$ cat config.mk
export PLATFORM = sky130hd
export DESIGN_NAME = sem_root
export DESIGN_NICKNAME = d
export VERILOG_FILES = /design/src/hw/rtl/sem_pkg.sv /design/src/hw/rtl/sem_root.sv
export VERILOG_INCLUDE_DIRS = /design/src /design/src/hw/rtl
export SDC_FILE = /design/constraint.sdc
export NUM_CORES = 1
export LEC_CHECK = 0
export BUFFER_PORTS_ARGS = -buffer_cell sky130_fd_sc_hd__buf_2
export CAP_MARGIN = 40
export CORE_MARGIN = 2
export CORE_UTILIZATION = 55
export CTS_CLUSTER_DIAMETER = 40
export CTS_CLUSTER_SIZE = 14
export DETAILED_ROUTE_END_ITERATION = 7
export GPL_TIMING_DRIVEN = 0
export MAX_ROUTING_LAYER = met4
export PLACE_DENSITY = 0.8
export SYNTH_ARGS = -nofsm -noshare
export SYNTH_HDL_FRONTEND = slang
export SYNTH_SLANG_ARGS = --single-unit
export TNS_END_PERCENT = 10
$ cat constraint.sdc
create_clock -name clock -period 5.8 [get_ports clock]
set_input_delay 0.58 -clock clock [delete_from_list [all_inputs] [get_ports clock]]
set_output_delay 0.58 -clock clock [all_outputs]
set_load 0.05 [all_outputs]
$ cat src/hw/rtl/sobel_edge_magnitude_core_macros.svh
// Assertion macros shared by the Sobel edge magnitude core.
// Each macro takes a label, clock, reset, antecedent, consequent and message.
`ifndef SOBEL_EDGE_MAGNITUDE_CORE_MACROS_SVH
`define SOBEL_EDGE_MAGNITUDE_CORE_MACROS_SVH
`ifndef ASSERT_OFF
// Same-cycle implication
`define SEM_ASSERT_IMP(label, clk, rst, ante, cons, msg) \
   label: assert property (@(posedge clk) disable iff (rst) (ante) |-> (cons)) \
      else $error(msg);
// Next-cycle implication
`define SEM_ASSERT_NEXT(label, clk, rst, ante, cons, msg) \
   label: assert property (@(posedge clk) disable iff (rst) (ante) |=> (cons)) \
      else $error(msg);
`else
`define SEM_ASSERT_IMP(label, clk, rst, ante, cons, msg)
`define SEM_ASSERT_NEXT(label, clk, rst, ante, cons, msg)
`endif
`endif

$ cat src/hw/rtl/sem_pkg.sv
`timescale 1ns / 1ps
package sem_pkg;

   // Field and datapath widths
   localparam int PIX_W     = 8;
   localparam int CFG_W     = 12;
   localparam int TAG_W     = 11;
   localparam int MAG_W     = 10;
   localparam int SQ_W      = 2 * MAG_W;
   localparam int SUM_W     = SQ_W + 1;
   localparam int ROOT_W    = 11;
   localparam int ROOT_TOP  = 2 * (ROOT_W - 1);

   // Frame geometry
   localparam int MAX_WIDTH_DEF    = 2048;
   localparam int MAX_HEIGHT_DEF   = 2048;
   localparam int LINE_WIDTH_RST   = 640;
   localparam int FRAME_HEIGHT_RST = 480;
   localparam int MIN_SIZE         = 3;
   localparam int EDGE_MAX         = 255;

   // Register map
   localparam int CSR_IDX_W = 1;
   localparam logic [CSR_IDX_W-1:0] REG_LINE_WIDTH   = 1'b0;
   localparam logic [CSR_IDX_W-1:0] REG_FRAME_HEIGHT = 1'b1;

   // Sequencer states
   typedef enum logic [2:0] {
      S_IDLE,
      S_READ,
      S_SQUARE,
      S_LAUNCH,
      S_ROOT,
      S_OUT
   } state_type;

   // Status of the root unit
   typedef struct packed {
      logic busy;
      logic done;
   } root_status_type;

   // Clamp a size register to [MIN_SIZE, hi]
   function automatic int clamp_size(input int v, input int hi);
      int r;
      r = v;
      if (v < MIN_SIZE) begin
         r = MIN_SIZE;
      end else if (v > hi) begin
         r = hi;
      end
      return r;
   endfunction

   // Weighted column or row sum p0 + 2*p1 + p2
   function automatic logic [MAG_W-1:0] wsum(input logic [PIX_W-1:0] p0,
                                             input logic [PIX_W-1:0] p1,
                                             input logic [PIX_W-1:0] p2);
      return MAG_W'(p0) + (MAG_W'(p1) << 1) + MAG_W'(p2);
   endfunction

endpackage

$ cat src/hw/rtl/sem_root.sv
`timescale 1ns / 1ps
`include "sobel_edge_magnitude_core_macros.svh"
module sem_root import sem_pkg::*; (
   input  logic              clock,
   input  logic              reset,
   input  logic              start,
   input  logic [SUM_W-1:0]  operand,
   output root_status_type   status,
   output logic [ROOT_W-1:0] root
);

   localparam int RES_W = SUM_W + 1;
   localparam int CNT_W = $clog2(ROOT_W);

   logic [SUM_W-1:0] rem_ff, rem_in;
   logic [RES_W-1:0] res_ff, res_in;
   logic [RES_W-1:0] trial;
   logic [SUM_W-1:0] bit_ff, bit_in;
   logic [CNT_W-1:0] cnt_ff, cnt_in;
   logic             busy_ff, busy_in;
   logic             done_ff, done_in;

   // One result bit per cycle, restoring form
   always_comb begin
      trial   = RES_W'(res_ff) + RES_W'(bit_ff);
      rem_in  = rem_ff;
      res_in  = res_ff;
      bit_in  = bit_ff;
      cnt_in  = cnt_ff;
      busy_in = busy_ff;
      done_in = 1'b0;
      if (start) begin
         rem_in  = operand;
         res_in  = '0;
         bit_in  = SUM_W'(1) << ROOT_TOP;
         cnt_in  = CNT_W'(ROOT_W - 1);
         busy_in = 1'b1;
      end else if (busy_ff) begin
         if (RES_W'(rem_ff) >= trial) begin
            rem_in = SUM_W'(RES_W'(rem_ff) - trial);
            res_in = (res_ff >> 1) + RES_W'(bit_ff);
         end else begin
            res_in = res_ff >> 1;
         end
         bit_in = bit_ff >> 2;
         if (cnt_ff == '0) begin
            busy_in = 1'b0;
            done_in = 1'b1;
         end else begin
            cnt_in = cnt_ff - 1'b1;
         end
      end
   end

   // Control state
   always_ff @(posedge clock) begin
      if (reset) begin
         busy_ff <= 1'b0;
         done_ff <= 1'b0;
      end else begin
         busy_ff <= busy_in;
         done_ff <= done_in;
      end
   end

   // Datapath
   always_ff @(posedge clock) begin
      rem_ff <= rem_in;
      res_ff <= res_in;
      bit_ff <= bit_in;
      cnt_ff <= cnt_in;
   end

   assign status.busy = busy_ff;
   assign status.done = done_ff;
   assign root        = res_ff[ROOT_W-1:0];

   `SEM_ASSERT_IMP(a_root_start_idle, clock, reset, start, !busy_ff, "root started while busy")
   `SEM_ASSERT_NEXT(a_root_done, clock, reset, busy_ff && cnt_ff == '0 && !start, done_ff && !busy_ff, "root unit missed its last step")

endmodule
==> flow_summary.toml, run 1 <==
[global_route]
grt_pass1_vias = 4270
grt.overflow.total = 0
grt_pass1_wl_um = 20200
antenna_found_initial = 0
grt_start_max_net_pins = 17
grt_usage = 0.293

[clocking]
numCtsBuffers = 9
clockBufferDepth = 2
cts_root_buf = "clkbuf_8"
holdBufCountCts = 0
htreeDepth = 3
cts_tree = "built"
post-cts-setup-buffer-count = 0
clk_pin_slew_ps = 70
cts-resized-gates = 0
clk_latency_ps = 350
clock-sinks = 60

[sta]
fin_worst_skew_ps = 14.6
finalCritPeriodShare = 0.955
worst_pin_slew_ps = 831
whs_ps = 424
final_hold_viol_count = 0
slew-limit-headroom = 0.446
max_clock_freq_mhz = 180
period_minus_slack_ps = 5540
fin_tns_setup_ps = 0
rsz0062_at_grt = "no"
maxSlewViolCount = 0
setup_viol = 0

[synth]
syn_area_per_cell_um2 = 8.25
ys_seq_elements = 60
ys_types = 58
synth_nets = 642
ys_seq_area_frac = 0.299
yosysWarnings = 0
netlist_top_cells_count = "nand2_1, nor2_1, ha_1"
ys.flop_type = "dfxtp_1"
synth-edff-count = 21
synth.most_common_cell = "nand2_1"
synth_top_area_frac = 0.166
syn_area_mm2 = 0.00471
synth_area_leaders = "dfxtp_1, edfxtp_1, ha_1"
synth_top_area_cell = "dfxtp_1"
async_flop_share = 0
syn-instance-count = 571

[power_and_ir_drop]
leakage_nw = 2.13
powerDensity_mw_per_mm2 = 425
peakVddDrop_mv = 0.151

[worst_setup_path]
critical_path_class = "flip-flop to flip-flop"
critical_path_required_ps = 5850
endpoint_kind = "flip-flop"
critical_path_arrival_ps = 5590
crit_path_max_fanout = 16
critPathLaunchType = "flip-flop"

[die]
ios = 37
chipHeight_um = 96.6
die_area_mm2 = 0.00933
core_mm2 = 0.00826
rows = 33
start_util = 0.571
die_w_um = 96.6

[detailed_routing]
vias = 4459
drtPass1Iterations = 4
wl_um = 12600
drt_iter0_drc = 304
drtAntennaViolNets = 0
drc = 0
wl_per_cell_um = 17.2
vias_per_cell = 6.13

[worst_hold_path]
hold_path.class = "primary input to flip-flop"

[finish]
drive_gt1_frac = 0.132
syn_to_final_growth_pct = 11.1
instances_no_fill = 728
nets = 689
n_antenna_cell = 0

[placement]
globalplace.congestion = 0.943
port_buffers = 35
post-place-cells = 712
dp_hpwl_um = 9300

[outcome]
outcome = "finished, final reports clean"

[job]
cap_violations = 0
[routing by layer]
layer | vias to the layer above | global-route usage | wire (um)
met2 | 194 | 0.474 | 5840
met4 | 0 | 0.153 | 386
met1 | 2064 | 0.350 | 5290
met5 | - | - | 0
met3 | 32 | 0.0504 | 1040
li1 | 2169 | - | -
[flip-flops by register name, summed over array words and instances, names as in the netlist]
register  count
res_ff       22
done_ff       1
busy_ff       1
rem_ff       21
bit_ff       11
cnt_ff        4
[cell usage in the layout, fill, tap and decap left out, types with 6 or more instances in the layout]
cell      Yosys  layout
a21o_1        8       8
nor2b_1       7       7
nand3_1       7       7
and3_1        6       6
nor2_1       57      57
buf_2         2      37
mux2i_1      12      12
xnor2_1      20      20
edfxtp_1     21      21
clkbuf_1     15      16
dfxtp_1      39      39
nor3_1       19      19
a31oi_1      18      18
inv_1        23      23
a21oi_1      31      31
nand2_1      66      66
o21ai_0      39      38
buf_1         6       6
ha_1         46      46
xor2_1       21      21
a211oi_1     14      14
o31ai_1      10      10
clkbuf_8      0      11
buf_4        14      14
[per-stage QoR]
| step | power, W | util | cell area [um^2] | worst slack (ps) |
|---|---|---|---|---|
| after CTS | 0.00221 | 0.634 | 5240 | 399 |
| after detailed placement | 0.00182 | 0.610 | 5040 | 435 |
| after floorplan | 0.00154 | - | 4710 | 562 |
| after global placement | 0.00178 | 0.608 | 5020 | -484 |
| after global routing | 0.00239 | 0.634 | 5240 | 13.3 |
| final | 0.00223 | 0.634 | 5240 | 259 |
[layout make-up]
type | count | area, um^2
fillers | 713 | 3020
clock buffers | 13 | 180
repair buffers | 36 | 190
multi-input cells | 449 | 3000
plain buffers | 39 | 216
well taps | 105 | 131
inverters | 23 | 86.3
clock inverters | 3 | 16.3
flip-flops and latches | 60 | 1410
[worst max-delay path, cell delays in order, from the launching register on]
cell	delay (ps)
dfxtp_1	450
ha_1	310
a21o_1	190
a31o_2	260
a31o_2	280
a31oi_1	240
nor2_1	60
o21ai_0	190
xor2_1	110
ha_1	380
nand4_1	180
nor4_1	520
a211oi_1	110
a221oi_1	370
o32ai_2	180
or2_1	270
buf_6	140
buf_6	140
buf_2	210
o21ai_2	410
buf_8	230
[report_power, final]
| part | total (W) | leakage (nW) | switching, W | internal [W] |
|---|---|---|---|---|
| combinational | 0.00121 | 1.50 | 0.000736 | 0.000472 |
| clock | 0.000380 | 0.105 | 0.000176 | 0.000204 |
| sequential | 0.000640 | 0.529 | 0.0000805 | 0.000559 |
| total | 0.00223 | 2.13 | 0.000992 | 0.00123 |
[cell families (layout without fill, tap and decap cells)]
| kind of cell | after synthesis | after routing | share of synthesized area |
|---|---|---|---|
| AOI/OAI and AO/OA | 163 | 163 | 0.228 |
| xor gates and xnor gates | 41 | 41 | 0.0762 |
| adders and majority gates | 47 | 47 | 0.126 |
| buffers and inverters | 62 | 114 | 0.0642 |
| DFF | 60 | 60 | 0.299 |
| muxes | 15 | 15 | 0.0327 |
| and+or+nand+nor | 183 | 183 | 0.173 |
[worst paths after layout]
check	start	endpoint	slack, ps	depth (start not counted)
min reg2reg	cnt_ff[2]$_SDFFE_PP0P_	cnt_ff[2]$_SDFFE_PP0P_	480	2
min	reset	done_ff$_SDFF_PP0_	420	2
max	res_ff[2]$_SDFFE_PP0P_	rem_ff[12]$_DFFE_PP_	260	20
max reg2reg	res_ff[2]$_SDFFE_PP0P_	rem_ff[12]$_DFFE_PP_	260	20
(Power assumes the default switching activity.)
==> run 2: changes to the inputs <==
--- a/config.mk
+++ b/config.mk
@@ -6,10 +6,11 @@
 export SDC_FILE = /design/constraint.sdc
 export NUM_CORES = 1
 export LEC_CHECK = 0
+export ABC_AREA = 1
 export BUFFER_PORTS_ARGS = -buffer_cell sky130_fd_sc_hd__buf_2
 export CAP_MARGIN = 40
 export CORE_MARGIN = 2
-export CORE_UTILIZATION = 55
+export CORE_UTILIZATION = 56
 export CTS_CLUSTER_DIAMETER = 40
 export CTS_CLUSTER_SIZE = 14
 export DETAILED_ROUTE_END_ITERATION = 7
==> flow_summary.toml, run 2 <==
[clocking]
post-cts-setup-buffer-count = 0
cts_tree = "built"
clk_latency_ps = 360
clockBufferDepth = 2
clock-sinks = 60
holdBufCountCts = 0
numCtsBuffers = 9
cts-resized-gates = 0
htreeDepth = 3
clk_pin_slew_ps = 80
cts_root_buf = "clkbuf_8"

[synth]
synth_top_area_cell = "nand2_1"
ys_types = 40
syn-instance-count = 862
ys.flop_type = "dfxtp_1"
synth-edff-count = 21
yosysWarnings = 0
async_flop_share = 0
synth_area_leaders = "nand2_1, dfxtp_1, edfxtp_1"
ys_seq_area_frac = 0.249
synth_nets = 933
syn_area_per_cell_um2 = 6.58
syn_area_mm2 = 0.00567
netlist_top_cells_count = "nand2_1, inv_1, nand3_1, nor2_1, a21oi_1"
ys_seq_elements = 60
synth.most_common_cell = "nand2_1"
synth_top_area_frac = 0.146

[placement]
port_buffers = 35
dpl_cell_area_mm2 = 0.00604
globalplace.congestion = 0.947
dp_worst_setup_slack_ps = 1520
dp_hpwl_um = 12100

[global_route]
grt_pass1_vias = 5351
grt.overflow.total = 0
grt_pass1_wl_um = 25400
grt_start_max_net_pins = 21
grt_usage = 0.296
antenna_found_initial = 0

[worst_setup_path]
critPathLaunchType = "flip-flop"
critical_path_required_ps = 5870
endpoint_kind = "flip-flop"
crit_path_max_fanout = 20
critical_path_class = "flip-flop to flip-flop"
critical_path_arrival_ps = 4490

[die]
die_area_mm2 = 0.0110
chipHeight_um = 105
rows = 36
ios = 37
core_mm2 = 0.00982
start_util = 0.578
die_w_um = 105

[finish]
regMostFlops = "res_ff"
n_antenna_cell = 0
largest_register_ffs = 22
layout_commonest_cell = "nand2_1"
finalInstanceArea_mm2 = 0.00625
layout_common_cells = "nand2_1, inv_1, nand3_1, nor2_1, a21oi_1"
syn_to_final_growth_pct = 10.1
top_regs = "res_ff x22, rem_ff x21, bit_ff x11"
nets = 980
drive_gt1_frac = 0.133

[detailed_routing]
drtAntennaViolNets = 0
drc = 0
drt_iter0_drc = 520
vias = 5784
wl_per_cell_um = 14.6
vias_per_cell = 5.52
drtPass1Iterations = 6
wl_um = 15300

[sta]
rsz0062_at_grt = "no"
maxSlewViolCount = 0
period_minus_slack_ps = 4420
whs_ps = 382
max_clock_freq_mhz = 226
slew-limit-headroom = 0.431
finalCritPeriodShare = 0.762
worst_pin_slew_ps = 853
fin_worst_skew_ps = 11.6
final_hold_viol_count = 0
setup_viol = 0
layout_setup_ws_ps = 1380
fin_tns_setup_ps = 0

[power_and_ir_drop]
leakage_nw = 2.94
powerDensity_mw_per_mm2 = 441
peakVddDrop_mv = 0.266

[job]
cap_violations = 0

[outcome]
outcome = "finished, final reports clean"

[worst_hold_path]
hold_path.class = "primary input to flip-flop"
-- run 2: cell types whose count changed after synthesis, sizes merged, moves of 7 or more --
| cell | before | now |
|---|---|---|
| o21ai | 39 | 50 |
| a31oi | 18 | 3 |
| inv | 23 | 102 |
| nor2b | 7 | 0 |
| a211oi | 15 | 3 |
| nand4 | 4 | 26 |
| or2 | 2 | 10 |
| mux2i | 12 | 0 |
| nor3 | 19 | 5 |
| a21oi | 32 | 66 |
| nand2 | 66 | 234 |
| o31ai | 10 | 1 |
| nand3 | 7 | 77 |
| nor2 | 57 | 70 |
-- run 2: report_power, final --
group	internal, W	switching (W)	total, W
clock network	0.000206	0.000210	0.000416
registers	0.000568	0.0000782	0.000646
logic	0.000618	0.00108	0.00170
-- run 2: metrics by stage --
| step | utilization | power (W) | instances |
|---|---|---|---|
| floorplan | - | 0.00195 | 862 |
| global placement | 0.613 | 0.00228 | 1030 |
| detailed placement | 0.615 | 0.00231 | 1031 |
| CTS | 0.636 | 0.00273 | 1047 |
| global route | 0.636 | 0.00299 | 1047 |
| finish | 0.636 | 0.00276 | 1047 |
-- run 2: worst paths after layout --
kind                            cells after the start                endpoint  slack (ps)                   start
worst max register to register                     22    rem_ff[19]$_DFFE_PP_        1380  res_ff[0]$_SDFFE_PP0P_
worst max-delay path                               22    rem_ff[19]$_DFFE_PP_        1380  res_ff[0]$_SDFFE_PP0P_
worst min-delay path                                2      busy_ff$_SDFF_PP0_         380                   reset
worst min register to register                      2  cnt_ff[2]$_SDFFE_PP0P_         490  cnt_ff[2]$_SDFFE_PP0P_
-- run 2: worst max-delay path, cell delays in order, from the launching register on --
cell and delay [ps]:
dfxtp_1 370, ha_1 180, ha_1 230, nand3_1 90, nand2_1 110, nand2_1 60, a21oi_1 260, nand2_1 90
a21oi_1 230, nand2_1 90, o21ai_1 140, a22oi_1 120, xor2_1 160, ha_1 350, nand2_1 100, nor2_1 180
inv_2 70, nor4_1 420, nand3_2 190, nand3_4 160, nand2_1 100, nand2_1 200, buf_16 200
-- run 2: cell type report --
class                   instances  area, um^2
well taps                     133         166
plain buffers                  43         246
clock inverters                 7        81.3
multi-input cells             657        3630
repair buffers                 36         203
inverters                     102         383
flip-flops and latches         60        1410
clock buffers                   9         124
fillers                       987        3570
-- run 2: kinds of logic after synthesis --
family                   after synthesis  share of synthesized area
XOR/XNOR                              41                     0.0633
buffers and inverters                145                      0.111
AO/OA/AOI/OAI                        141                      0.135
flip-flops                            60                      0.249
adder cells (fa/ha/maj)               47                      0.105
AND/OR/NAND/NOR                      428                      0.337
-- run 2: routing by layer --
| metal | GRT usage | share of wire |
|---|---|---|
| met1 | 0.403 | 0.46 |
| met2 | 0.436 | 0.42 |
| met3 | 0.0636 | 0.085 |
| met4 | 0.102 | 0.032 |
| met5 | - | 0 |
