--- config.mk ---
export PLATFORM = sky130hd
export DESIGN_NAME = sem_window
export DESIGN_NICKNAME = d
export VERILOG_FILES = /design/src/hw/rtl/sobel_edge_magnitude_core_macros.svh /design/src/hw/rtl/sem_pkg.sv /design/src/hw/rtl/sem_window.sv
export SDC_FILE = /design/constraint.sdc
export NUM_CORES = 1
export LEC_CHECK = 0
export BUFFER_PORTS_ARGS = -buffer_cell sky130_fd_sc_hd__buf_2
export CORE_ASPECT_RATIO = 1.2
export CORE_MARGIN = 2
export CORE_UTILIZATION = 55
export DETAILED_ROUTE_END_ITERATION = 12
export PLACE_DENSITY_LB_ADDON = 0.1
export SYNTH_ARGS = -nofsm -noshare
export SYNTH_HDL_FRONTEND = slang
export SYNTH_SLANG_ARGS = --single-unit
--- constraint.sdc ---
create_clock -name clock -period 13.37 [get_ports clock]
set_clock_uncertainty 0.1 [all_clocks]
set_input_delay 2.674 -clock clock [delete_from_list [all_inputs] [get_ports clock]]
set_output_delay 2.674 -clock clock [all_outputs]
set_load 0.02 [all_outputs]
--- src/hw/rtl/sobel_edge_magnitude_core_macros.svh ---
// Assertion macros shared by the Sobel edge magnitude core.
// Each macro takes a label, clock, reset, antecedent, consequent and message.
`ifndef SOBEL_EDGE_MAGNITUDE_CORE_MACROS_SVH
`define SOBEL_EDGE_MAGNITUDE_CORE_MACROS_SVH
`ifndef ASSERT_OFF
// Same-cycle implication
`define SEM_ASSERT_IMP(label, clk, rst, ante, cons, msg) \
   label: assert property (@(posedge clk) disable iff (rst) (ante) |-> (cons)) \
      else $error(msg);
// Next-cycle implication
`define SEM_ASSERT_NEXT(label, clk, rst, ante, cons, msg) \
   label: assert property (@(posedge clk) disable iff (rst) (ante) |=> (cons)) \
      else $error(msg);
`else
`define SEM_ASSERT_IMP(label, clk, rst, ante, cons, msg)
`define SEM_ASSERT_NEXT(label, clk, rst, ante, cons, msg)
`endif
`endif

--- src/hw/rtl/sem_pkg.sv ---
`timescale 1ns / 1ps
package sem_pkg;

   // Field and datapath widths
   localparam int PIX_W     = 8;
   localparam int CFG_W     = 12;
   localparam int TAG_W     = 11;
   localparam int MAG_W     = 10;
   localparam int SQ_W      = 2 * MAG_W;
   localparam int SUM_W     = SQ_W + 1;
   localparam int ROOT_W    = 11;
   localparam int ROOT_TOP  = 2 * (ROOT_W - 1);

   // Frame geometry
   localparam int MAX_WIDTH_DEF    = 2048;
   localparam int MAX_HEIGHT_DEF   = 2048;
   localparam int LINE_WIDTH_RST   = 640;
   localparam int FRAME_HEIGHT_RST = 480;
   localparam int MIN_SIZE         = 3;
   localparam int EDGE_MAX         = 255;

   // Register map
   localparam int CSR_IDX_W = 1;
   localparam logic [CSR_IDX_W-1:0] REG_LINE_WIDTH   = 1'b0;
   localparam logic [CSR_IDX_W-1:0] REG_FRAME_HEIGHT = 1'b1;

   // Sequencer states
   typedef enum logic [2:0] {
      S_IDLE,
      S_READ,
      S_SQUARE,
      S_LAUNCH,
      S_ROOT,
      S_OUT
   } state_type;

   // Status of the root unit
   typedef struct packed {
      logic busy;
      logic done;
   } root_status_type;

   // Clamp a size register to [MIN_SIZE, hi]
   function automatic int clamp_size(input int v, input int hi);
      int r;
      r = v;
      if (v < MIN_SIZE) begin
         r = MIN_SIZE;
      end else if (v > hi) begin
         r = hi;
      end
      return r;
   endfunction

   // Weighted column or row sum p0 + 2*p1 + p2
   function automatic logic [MAG_W-1:0] wsum(input logic [PIX_W-1:0] p0,
                                             input logic [PIX_W-1:0] p1,
                                             input logic [PIX_W-1:0] p2);
      return MAG_W'(p0) + (MAG_W'(p1) << 1) + MAG_W'(p2);
   endfunction

endpackage

--- src/hw/rtl/sem_window.sv ---
`timescale 1ns / 1ps
module sem_window import sem_pkg::*; (
   input  logic             clock,
   input  logic             shift_en,
   input  logic [PIX_W-1:0] top_px,
   input  logic [PIX_W-1:0] mid_px,
   input  logic [PIX_W-1:0] bot_px,
   output logic [MAG_W-1:0] abs_gx,
   output logic [MAG_W-1:0] abs_gy
);

   // Column c-2 (a) and c-1 (b): index 0 top, 1 middle, 2 bottom
   logic [PIX_W-1:0] col_a_ff [3];
   logic [PIX_W-1:0] col_b_ff [3];
   logic signed [MAG_W:0] gx;
   logic signed [MAG_W:0] gy;
   logic [MAG_W-1:0] abs_gx_in, abs_gy_in;
   logic [MAG_W-1:0] abs_gx_ff, abs_gy_ff;

   // Form both gradients against the arriving column
   always_comb begin
      gx = $signed({1'b0, wsum(top_px, mid_px, bot_px)})
         - $signed({1'b0, wsum(col_a_ff[0], col_a_ff[1], col_a_ff[2])});
      gy = $signed({1'b0, wsum(col_a_ff[2], col_b_ff[2], bot_px)})
         - $signed({1'b0, wsum(col_a_ff[0], col_b_ff[0], top_px)});
      abs_gx_in = gx[MAG_W] ? MAG_W'(-gx) : MAG_W'(gx);
      abs_gy_in = gy[MAG_W] ? MAG_W'(-gy) : MAG_W'(gy);
   end

   // Advance the window and hold the magnitudes
   always_ff @(posedge clock) begin
      if (shift_en) begin
         col_a_ff[0] <= col_b_ff[0];
         col_a_ff[1] <= col_b_ff[1];
         col_a_ff[2] <= col_b_ff[2];
         col_b_ff[0] <= top_px;
         col_b_ff[1] <= mid_px;
         col_b_ff[2] <= bot_px;
         abs_gx_ff   <= abs_gx_in;
         abs_gy_ff   <= abs_gy_in;
      end
   end

   assign abs_gx = abs_gx_ff;
   assign abs_gy = abs_gy_ff;

endmodule

==> reports/qor.txt, run 1 <==
vias in the first global route - 3053
Reg2Reg Capture Point - abs_gx[1]
core area - 0.00866 mm2
WP depth - 15
# Max-Cap Violations - 0
Hold Buf Count CTS - 0
top_reg_cell synth - edfxtp_1
CP Max Fanout - 3
Die Footprint - 0.00977 mm2
Critical Path End Type - register
yosys warns - 0
R2R Setup Slk - 9.11 ns
setup TNS - 0 ns
hold path start - col_b_ff[0][15]
Min-Delay Path Class - reg2reg
Pleak - 2.62 nW
CP cell instances - buf_2 -> inv_1 -> fa_1 -> fa_1 -> inv_1 -> fa_1 -> inv_1 -> ha_1 -> a211oi_2 -> o21bai_1 -> or3_1 -> a31oi_1 -> xor2_1 -> a31oi_1 -> xnor2_1
fin cells - 593
number of vias per cell - 4.81
Worst path max stage delay - 0.59 ns
run status - finished clean
CTS tree - done
GRT Overall Usage - 0.186
dpl hpwl - 6.31 mm
Pre-antenna DRT Iters - 4
Tmin final - 6.27 ns
Die Span X - 90.6 um
layout cells sized above 1 - 0.149
RSZ-0062 raised after global routing - false
Tot Pwr - 1.36 mW
RR Startpoint - col_a_ff[0][18]
routability cong. - 0.797
Row Count - 37
total gr overflow - 0
Worst EP required - 13.37 ns
worst path bufs/invs - 4
Setup Crit Path Kind - in2reg
CTS Buffer Depth - 2
synthesized area per cell - 11.9 um2
WL per Instance - 13.2 um
Power Dens Cells - 246 mW/mm2
R2R cell count - 13
top cell type by total area after synthesis - edfxtp_1
PortBufs - 45
Synth Register Bits - 68
antenna fix cells - 0
initial antenna violation count - 0
CTS H-tree depth - 3
sequential share of the synthesized area - 0.413
cts bufs inserted - 9
crit path from - top_px[2]
Top delay family on crit path - adder cells
Post-Syn Instances - 415
Nets - 585
Max-slew headroom - 0.437
critical path launch point type - primary input
Max Fclk - 159 MHz
DRC Markers - 0
insertion delay to the later sink of the worst-skew pair - 0.34 ns
IO Count - 46
crit path to - abs_gy[9]
CTS root buffer - clkbuf_8
CP arrival - 6.27 ns
Worst Max-Slew Pin Slew - 0.845 ns
Mapped Area - 0.00495 mm2
synth unique cells - 37
Post-synth EDFFs - 68
cell count after placement - 577
Starting Density - 0.571
period utilization - 0.469
area grow syn2layout - 11.6%
Synth top area share - 0.413
synth top area cells - edfxtp_1, fa_1, inv_1
Max rail drop VDD - 0.000111 V
Setup Buffers After CTS - 0
total clock sinks - 68
total number of vias - 2854
first-pass GRT wire length - 13.7 mm
drt initial violations - 93
post-CTS sizing - 0
largest net degree at the start of global routing - 69
Die Height - 108 um
# setup viols final - 0
Final Routed Wirelength - 7.81 mm
fin. max-slew vios - 0
slowest stage cell, crit path - fa_1
Async SR Flop Fraction - 0
Post-DRT Antenna Nets - 0
Mapped Nets - 529
final hold vios - 0
Worst-path clk slew - 0.07 ns
[placed cells by master (no fill, tap or decap), drive strengths merged, types with 5 or more instances in the layout]
cell and n:
a211oi 5, a21o 8, a21oi 13, a31oi 6, buf 46, clkbuf 11, edfxtp 68, fa 62
ha 26, inv 137, nand2b 6, nor2 18, o21ai 13, xnor2 16, xor2 9
[cell families after synthesis]
| group | after synthesis | synth area share |
|---|---|---|
| adder cells (fa/ha/maj) | 88 | 0.317 |
| buffers and inverters | 138 | 0.106 |
| AND/OR/NAND/NOR | 38 | 0.0402 |
| AO/OA/AOI/OAI | 56 | 0.0754 |
| flip-flops | 68 | 0.413 |
| XOR/XNOR | 25 | 0.0443 |
| multiplexers | 2 | 0.00455 |
[flip-flops by register name (all words and copies together) (netlist names)]
| register | flops |
|---|---|
| col_a_ff | 24 |
| col_b_ff | 24 |
| abs_gx | 10 |
| abs_gy | 10 |
[synth_stat cells, types with 3 or more instances]
cell and n:
xnor2_1 16, a211oi_1 3, a21oi_1 13, nand2b_1 6, nor2b_1 3, o21bai_1 3, fa_1 62, inv_1 137
ha_1 26, nor2_1 18, xor2_1 9, edfxtp_1 68, nand3_1 3, o21ai_0 11, a31oi_1 6, a21o_1 6
[layer usage]
| layer | part of all wire | global-route usage | vias up |
|---|---|---|---|
| li1 | - | - | 1410 |
| met1 | 0.43 | 0.222 | 1381 |
| met2 | 0.51 | 0.324 | 46 |
| met3 | 0.026 | 0.0329 | 17 |
| met4 | 0.032 | 0.0989 | 0 |
| met5 | 0 | 0 | - |
[cell type report]
type | instances | area (um2)
Clock buffer | 11 | 131
Clock inverter | 5 | 76.3
Fill cell | 689 | 3130
Inverter | 137 | 514
Multi-Input combinational cell | 209 | 2380
Sequential cell | 68 | 2040
Tap cell | 117 | 146
Timing Repair Buffer | 46 | 233
[stage by stage]
stage | hold WS (ns) | util | setup slack [ns] | cell area (um2)
floorplan | 0.300 | - | 7.05 | 4950
global placement | 0.302 | 0.614 | 6.78 | 5320
detailed placement | 0.307 | 0.614 | 6.74 | 5320
CTS | 0.324 | 0.638 | 7.11 | 5520
global route | 0.331 | 0.638 | 6.82 | 5520
finish | 0.322 | 0.638 | 7.10 | 5520
[worst min path at each step]
stage | endpoint | slack [ns] | cells after the start
4_1_cts | col_a_ff[0][15] | 0.32 | 0
2_1_floorplan | col_a_ff[0][10] | 0.30 | 0
3_3_place_gp | col_a_ff[0][14] | 0.30 | 0
6_report | col_a_ff[0][15] | 0.32 | 0
5_1_grt | col_a_ff[0][13] | 0.33 | 0
3_5_place_dp | col_a_ff[0][15] | 0.31 | 0
[power by group]
part           internal [mW]  leakage (nW)  switching (mW)
Clock                  0.104         0.101          0.0747
Combinational          0.358          1.85           0.483
Sequential             0.325         0.666          0.0117
Total                  0.787          2.62           0.569
[worst reg2reg max path, cell delays in order, from the launching register on]
cell and delay, ns:
edfxtp_1 0.43, inv_1 0.10, fa_1 0.44, fa_1 0.54
inv_1 0.05, fa_1 0.64, inv_1 0.07, ha_1 0.34
a211oi_2 0.09, nor2_1 0.21, a31o_2 0.19, a21oi_1 0.07
o21ai_2 0.36, mux2_2 0.39
No activity file was read; power rests on OpenSTA's default activity.
==> inputs of run 2 (changes only) <==
--- a/config.mk
+++ b/config.mk
@@ -5,6 +5,7 @@
 export SDC_FILE = /design/constraint.sdc
 export NUM_CORES = 1
 export LEC_CHECK = 0
+export ABC_AREA = 1
 export BUFFER_PORTS_ARGS = -buffer_cell sky130_fd_sc_hd__buf_2
 export CORE_ASPECT_RATIO = 1.2
 export CORE_MARGIN = 2
==> constraint.sdc (replaced) <==
create_clock -name clock -period 5.55 [get_ports clock]
set_clock_uncertainty 0.1 [all_clocks]
set_input_delay 1.11 -clock clock [delete_from_list [all_inputs] [get_ports clock]]
set_output_delay 1.11 -clock clock [all_outputs]
set_load 0.02 [all_outputs]
==> run 2 against run 1 <==
Effect of this change:
- first-iteration DRC count increased by 29%
- die area grew 8.5%
- combinational power grew to 2.9 times the previous value
- hold slack got worse by 0.0032 ns
- total power rose to 2.9 times the previous value
- synthesized area up 8.9%
- clock power increased to 3.6 times the previous value
- global-route usage grew 1.5 points
- sequential share of layout area shrank 3.6 points
- largest cell class unchanged
==> reports/qor.txt, run 2 <==
Hold Buf Count CTS - 0 (unchanged)
Final Routed Wirelength - 9.30 mm (was 7.81 mm)
routability cong. - 0.884 (was 0.797)
Die Height - 112 um (was 108 um)
top cell type by total area after synthesis - edfxtp_1 (unchanged)
Worst Max-Slew Pin Slew - 0.888 ns (was 0.845 ns)
RSZ-0062 raised after global routing - false (unchanged)
# Max-Cap Violations - 0 (unchanged)
insertion delay to the later sink of the worst-skew pair - 0.34 ns (about the same)
Post-DRT Antenna Nets - 0 (unchanged)
IO Count - 46 (unchanged)
crit path from - top_px[2] (unchanged)
Post-Syn Instances - 569 (was 415)
Setup Buffers After CTS - 0 (unchanged)
vias in the first global route - 3730 (was 3053)
most frequent cells in the layout - inv_1, nand2_1, edfxtp_1 (was inv_1, edfxtp_1, fa_1)
setup TNS - 0 ns (unchanged)
area grow syn2layout - 13.5% (was 11.6%)
PortBufs - 45 (unchanged)
final hold vios - 0 (unchanged)
first-pass GRT wire length - 16.3 mm (was 13.7 mm)
Tmin final - 4.38 ns
Mapped Nets - 683 (was 529)
most common cell in the netlist - inv_1 (unchanged)
Max-slew headroom - 0.408 (was 0.437)
initial antenna violation count - 0 (unchanged)
gr busiest metal - met2 (unchanged)
total number of vias - 3618 (was 2854)
top post-synthesis cells by count - inv_1, nand2_1, edfxtp_1, fa_1, nand3_1 (was inv_1, edfxtp_1, fa_1, ha_1, nor2_1)
Worst path max stage delay - 0.58 ns (was 0.59 ns)
fin. max-slew vios - 0 (unchanged)
GRT met3 Usage - 0.0369 (was 0.0329)
Critical Path End Type - register (unchanged)
RR Startpoint - col_a_ff[0][18] (unchanged)
Die Footprint - 0.0106 mm2 (was 0.00977 mm2)
WL per Instance - 12.3 um (was 13.2 um)
CP dominant cell by count - inv_1
# setup viols final - 0 (unchanged)
critical path launch point type - primary input (unchanged)
internal power - 2.07 mW (was 0.787 mW)
total clock sinks - 68 (unchanged)
fin cells - 754 (was 593)
yosys warns - 0 (unchanged)
Max Fclk - 228 MHz
core area - 0.00952 mm2 (was 0.00866 mm2)
met2 usage - 0.357 (was 0.324)
dpl hpwl - 7.69 mm (was 6.31 mm)
Regs by FF count - col_a_ff (24), col_b_ff (24) (unchanged)
CTS H-tree depth - 3 (unchanged)
GRT Overall Usage - 0.202 (was 0.186)
Synth Area in Adders - 0.291 (was 0.317)
Nets - 740 (was 585)
commonest non-fill, non-tap cell in the layout - inv_1 (unchanged)
DRC Markers - 0 (unchanged)
post-CTS sizing - 0 (unchanged)
Die Span X - 94.3 um (was 90.6 um)
Min-Delay Path Class - reg2reg (unchanged)
Synth top area share - 0.379 (was 0.413)
Reg power frac - 0.205 (was 0.248)
area share of and/or/nand/nor cells after synthesis - 0.167 (was 0.0402)
Row Count - 39 (was 37)
sequential share of the synthesized area - 0.379 (was 0.413)
fraction of synthesized area in multiplexers - 0 (was 0.00455)
CP cell instances - buf_2 -> inv_1 -> fa_1 -> fa_1 -> inv_1 -> fa_1 -> fa_1 -> inv_1 -> nor3_1 -> nand2_1 -> inv_1 -> nand3_2 -> o21ai_2 -> nand2_1 -> nand2_1 -> inv_1 (was buf_2 -> inv_1 -> fa_1 -> fa_1 -> inv_1 -> fa_1 -> inv_1 -> ha_1 -> a211oi_2 -> o21bai_1 -> or3_1 -> a31oi_1 -> xor2_1 -> a31oi_1 -> xnor2_1)
Mapped Area - 0.00539 mm2 (was 0.00495 mm2)
sw frac - 0.468 (was 0.420)
Post-synth EDFFs - 68 (unchanged)
Pleak - 3.18 nW (was 2.62 nW)
Setup Crit Path Kind - in2reg (unchanged)
cell count after placement - 738 (was 577)
number of vias per cell - 4.80 (was 4.81)
Clk pwr share - 0.167 (was 0.132)
R2R Setup Slk - 1.64 ns (was 9.11 ns)
Worst-path clk slew - 0.05 ns (was 0.07 ns)
Synth Register Bits - 68 (unchanged)
Pre-antenna DRT Iters - 4 (unchanged)
CTS Buffer Depth - 2 (unchanged)
top_reg_cell synth - edfxtp_1 (unchanged)
total gr overflow - 0 (unchanged)
slowest stage cell, crit path - fa_1 (unchanged)
largest family of logic cells by synthesized area - adder cells (unchanged)
Sw Pwr - 1.82 mW (was 0.569 mW)
synthesized area per cell - 9.47 um2 (was 11.9 um2)
Synth Area in Compound Gates - 0.0200 (was 0.0754)
cts bufs inserted - 9 (unchanged)
met1 GRT Util - 0.239 (was 0.222)
period utilization - 0.789
antenna fix cells - 0 (unchanged)
Synth Area in XOR/XNOR - 0.0163 (was 0.0443)
largest net degree at the start of global routing - 39 (was 69)
CTS tree - done (unchanged)
Worst EP required - 5.55 ns (was 13.37 ns)
drt initial violations - 120 (was 93)
CP arrival - 4.38 ns (was 6.27 ns)
Starting Density - 0.566 (was 0.571)
Max rail drop VDD - 0.000290 V (was 0.000111 V)
Async SR Flop Fraction - 0 (unchanged)
CTS root buffer - clkbuf_16 (was clkbuf_8)
Power Dens Cells - 637 mW/mm2 (was 246 mW/mm2)
CP Max Fanout - 3 (unchanged)
synth top area cells - edfxtp_1, fa_1, inv_1 (unchanged)
synth unique cells - 21 (was 37)
Combinational Power Share - 0.627 (was 0.620)
layout cells sized above 1 - 0.133 (was 0.149)
run status - finished clean (unchanged)
hold path start - col_b_ff[0][12] (was col_b_ff[0][15])
[run 2: critical path: cells and delay by family]
kind / cells / cell delay [ns]
AO/OA/AOI/OAI: 1 / 0.14
adder cells (fa/ha/maj): 4 / 2.18
buffers and inverters: 6 / 0.43
AND/OR/NAND/NOR: 5 / 0.50
[run 2: final timing paths]
check	end	cells after the start
max reg2reg	abs_gx[7]	15
max	abs_gy[7]	16
min reg2reg	col_a_ff[0][12]	0
min	col_a_ff[0][12]	0
[run 2: metal layers]
| metal | wire (um) | vias up | part of all wire |
|---|---|---|---|
| li1 | - | 1826 | - |
| met1 | 3890 | 1720 | 0.42 |
| met2 | 4890 | 57 | 0.53 |
| met3 | 297 | 15 | 0.032 |
| met4 | 214 | 0 | 0.023 |
| met5 | 0 | - | 0 |
[run 2: cell type report]
type	instances	area [um2]
tap	123	154
timing repair buffer	46	233
fill	808	3400
clock buffer	9	225
sequential	68	2040
multi-input combinational	319	2660
clock inverter	7	115
inverter	182	686
[run 2: cells by family after synthesis]
family | count (synthesis)
adder cells (fa/ha/maj) | 88
buffers and inverters | 182
flip-flops | 68
AND/OR/NAND/NOR | 202
AO/OA/AOI/OAI | 19
XOR/XNOR | 10
[run 2: power groups by stage]
stage	logic [mW]	registers, mW	clock network (mW)
floorplan	1.84	0.902	0
global placement	2.38	0.807	0
detailed placement	2.43	0.810	0
CTS	2.45	0.801	0.666
global route	2.83	0.809	0.685
finish	2.44	0.799	0.652
[run 2: per-stage QoR]
stage	cell area, um2	utilization	worst slack, ns	hold WS [ns]	total power, mW
detailed placement	5770	0.607	0.826	0.307	3.24
floorplan	5390	-	1.18	0.300	2.74
global route	6110	0.642	0.956	0.331	4.32
CTS	6110	0.642	1.18	0.320	3.92
global placement	5770	0.607	0.871	0.301	3.19
finish	6110	0.642	1.17	0.319	3.89
==> inputs of run 3 (changes only) <==
--- a/config.mk
+++ b/config.mk
@@ -5,7 +5,7 @@
 export SDC_FILE = /design/constraint.sdc
 export NUM_CORES = 1
 export LEC_CHECK = 0
-export ABC_AREA = 1
+export ABC_AREA = 0
 export BUFFER_PORTS_ARGS = -buffer_cell sky130_fd_sc_hd__buf_2
 export CORE_ASPECT_RATIO = 1.2
 export CORE_MARGIN = 2
==> constraint.sdc (replaced) <==
create_clock -name clock -period 4.19 [get_ports clock]
set_clock_uncertainty 0.1 [all_clocks]
set_input_delay 0.838 -clock clock [delete_from_list [all_inputs] [get_ports clock]]
set_output_delay 0.838 -clock clock [all_outputs]
set_load 0.02 [all_outputs]
==> run 3 against run 2 <==
Effect of this change:
- global-route usage fell by 1.1 points
- total power rose by 38%
- critical endpoint is now abs_gy[9]
- sequential share of layout area rose by 0.15 points
- core utilization rose by 6.1 points
- critical path type unchanged
- wire length fell by 12%
- first-iteration DRC count rose by 24%
- die area fell by 7.8%
- flip-flop and latch count did not move
==> reports/qor.txt, run 3 (same netlist as run 1, synthesis figures left out) <==
run status - finished clean (unchanged)
Min Hold Slack - 0.325 ns (was 0.319 ns)
# setup viols final - 0 (unchanged)
CP Max Fanout - 3 (unchanged)
number of vias per cell - 4.75 (was 4.80)
total number of vias - 2983 (was 3618)
commonest non-fill, non-tap cell in the layout - inv_1 (unchanged)
initial antenna violation count - 0 (unchanged)
fin. max-slew vios - 0 (unchanged)
CTS H-tree depth - 3 (unchanged)
most frequent cells in the layout - inv_1, edfxtp_1, fa_1 (was inv_1, nand2_1, edfxtp_1)
Tmin final - 4.11 ns
core area - 0.00866 mm2 (was 0.00952 mm2)
internal power - 3.30 mW (was 2.07 mW)
Die Height - 108 um (was 112 um)
Power Dens Cells - 885 mW/mm2 (was 637 mW/mm2)
Max Fclk - 244 MHz
dpl hpwl - 6.48 mm (was 7.69 mm)
Max-slew headroom - 0.407 (was 0.408)
Worst EP required - 4.21 ns (was 5.55 ns)
Hold Path Cell Cnt - 0 (unchanged)
area occupied by multi-input gates - 0.00263 mm2 (was 0.00266 mm2)
Sw Pwr - 2.09 mW (was 1.82 mW)
drt initial violations - 149 (was 120)
Critical Path End Type - register (unchanged)
Pleak - 2.83 nW (was 3.18 nW)
Max rail drop VDD - 0.000528 V (was 0.000290 V)
largest net degree at the start of global routing - 69 (was 39)
CTS tree - done (unchanged)
area grow syn2layout - 23.0% (was 13.5%)
Hold Buf Count CTS - 0 (unchanged)
slowest stage cell, crit path - fa_2 (was fa_1)
RSZ-0062 raised after global routing - true (was false)
period utilization - 0.980
Setup Crit Path Kind - in2reg (unchanged)
critical path launch point type - primary input (unchanged)
PortBufs - 45 (unchanged)
insertion delay to the later sink of the worst-skew pair - 0.37 ns (was 0.34 ns)
CTS Buffer Depth - 2 (unchanged)
final instance area - 0.00609 mm2 (was 0.00611 mm2)
WL per Instance - 13.1 um (was 12.3 um)
Worst-path clk slew - 0.08 ns (was 0.05 ns)
Top delay family on crit path - adder cells (unchanged)
Die Footprint - 0.00977 mm2 (was 0.0106 mm2)
# Max-Cap Violations - 0 (unchanged)
Post-DP Area - 0.00573 mm2 (was 0.00577 mm2)
Pre-antenna DRT Iters - 4 (unchanged)
CTS root buffer - clkbuf_8 (was clkbuf_16)
Starting Density - 0.571 (was 0.566)
DRC Markers - 0 (unchanged)
GRT Overall Usage - 0.190 (was 0.202)
sw frac - 0.387 (was 0.468)
Clk pwr share - 0.126 (was 0.167)
Reg power frac - 0.199 (was 0.205)
layout cells sized above 1 - 0.295 (was 0.133)
Combinational Power Share - 0.675 (was 0.627)
cts bufs inserted - 9 (unchanged)
Min-Delay Path Class - reg2reg (unchanged)
vias in the first global route - 3201 (was 3730)
Worst path max stage delay - 0.57 ns (was 0.58 ns)
Final Routed Wirelength - 8.23 mm (was 9.30 mm)
CP dominant cell by count - inv_2 (was inv_1)
CP arrival - 4.12 ns (was 4.38 ns)
Die Span X - 90.6 um (was 94.3 um)
Regs by FF count - col_a_ff (24), col_b_ff (24) (unchanged)
Nets - 620 (was 740)
routability cong. - 0.765 (was 0.884)
final hold vios - 0 (unchanged)
Filler Cells Inserted - 634 (was 808)
first-pass GRT wire length - 14.3 mm (was 16.3 mm)
total clock sinks - 68 (unchanged)
total gr overflow - 0 (unchanged)
WP depth - 15 (was 16)
Row Count - 37 (was 39)
R2R cell count - 13 (was 15)
Post-DRT Antenna Nets - 0 (unchanged)
worst path bufs/invs - 4 (was 6)
CP cell instances - buf_6 -> inv_2 -> fa_1 -> fa_1 -> inv_2 -> fa_2 -> inv_2 -> ha_4 -> a211oi_2 -> o21bai_2 -> or3_4 -> a31oi_4 -> xor2_1 -> a31oi_1 -> xnor2_1 (was buf_2 -> inv_1 -> fa_1 -> fa_1 -> inv_1 -> fa_1 -> fa_1 -> inv_1 -> nor3_1 -> nand2_1 -> inv_1 -> nand3_2 -> o21ai_2 -> nand2_1 -> nand2_1 -> inv_1)
register area - 0.00204 mm2 (unchanged)
IO Count - 46 (unchanged)
setup TNS - 0 ns (unchanged)
Worst Max-Slew Pin Slew - 0.890 ns (was 0.888 ns)
antenna fix cells - 0 (unchanged)
run 3: power groups by stage:
stage          Sequential, mW  Combinational (mW)  Clock, mW
6_report                 1.07                3.64      0.677
5_1_grt                  1.09                4.08      0.717
4_1_cts                  1.07                3.45      0.693
3_5_place_dp             1.09                3.43          0
3_3_place_gp             1.08                3.36          0
2_1_floorplan            1.22                2.23          0
run 3: final timing paths:
check	from	slack, ns	to
worst min-delay path	col_b_ff[0][8]	0.32	col_a_ff[0][8]
worst max register to register	col_b_ff[0][17]	0.18	abs_gy[9]
worst max-delay path	top_px[2]	0.08	abs_gy[9]
worst min register to register	col_b_ff[0][8]	0.32	col_a_ff[0][8]
run 3: metal layers:
layer / up-vias / wire length (um) / track usage
li1: 1475 / - / -
met1: 1454 / 3570 / 0.236
met2: 44 / 4300 / 0.333
met3: 10 / 239 / 0.0399
met4: 0 / 117 / 0.0659
met5: - / 0 / 0
run 3: metrics by stage:
stage / setup slack (ns) / utilization / std cells / power, mW
6_report: 0.0836 / 0.703 / 628 / 5.39
3_5_place_dp: -0.360 / 0.662 / 612 / 4.52
5_1_grt: -0.0619 / 0.703 / 628 / 5.88
2_1_floorplan: -0.0427 / - / 415 / 3.45
3_3_place_gp: -0.275 / 0.662 / 612 / 4.44
4_1_cts: 0.0438 / 0.690 / 628 / 5.22
run 3: repair_timing:
action / CTS / global route
setup endpoints to repair: 0 / 14
gates resized for setup: 0 / 29
setup buffers: 0 / 0
run 3: layout make-up:
type	instances	area share
clock buffers	9	0.0204
clock inverters	7	0.0204
inverters	137	0.0845
multi-input cells	209	0.431
flip-flops and latches	68	0.336
well taps	117	0.0241
repair buffers	81	0.0839
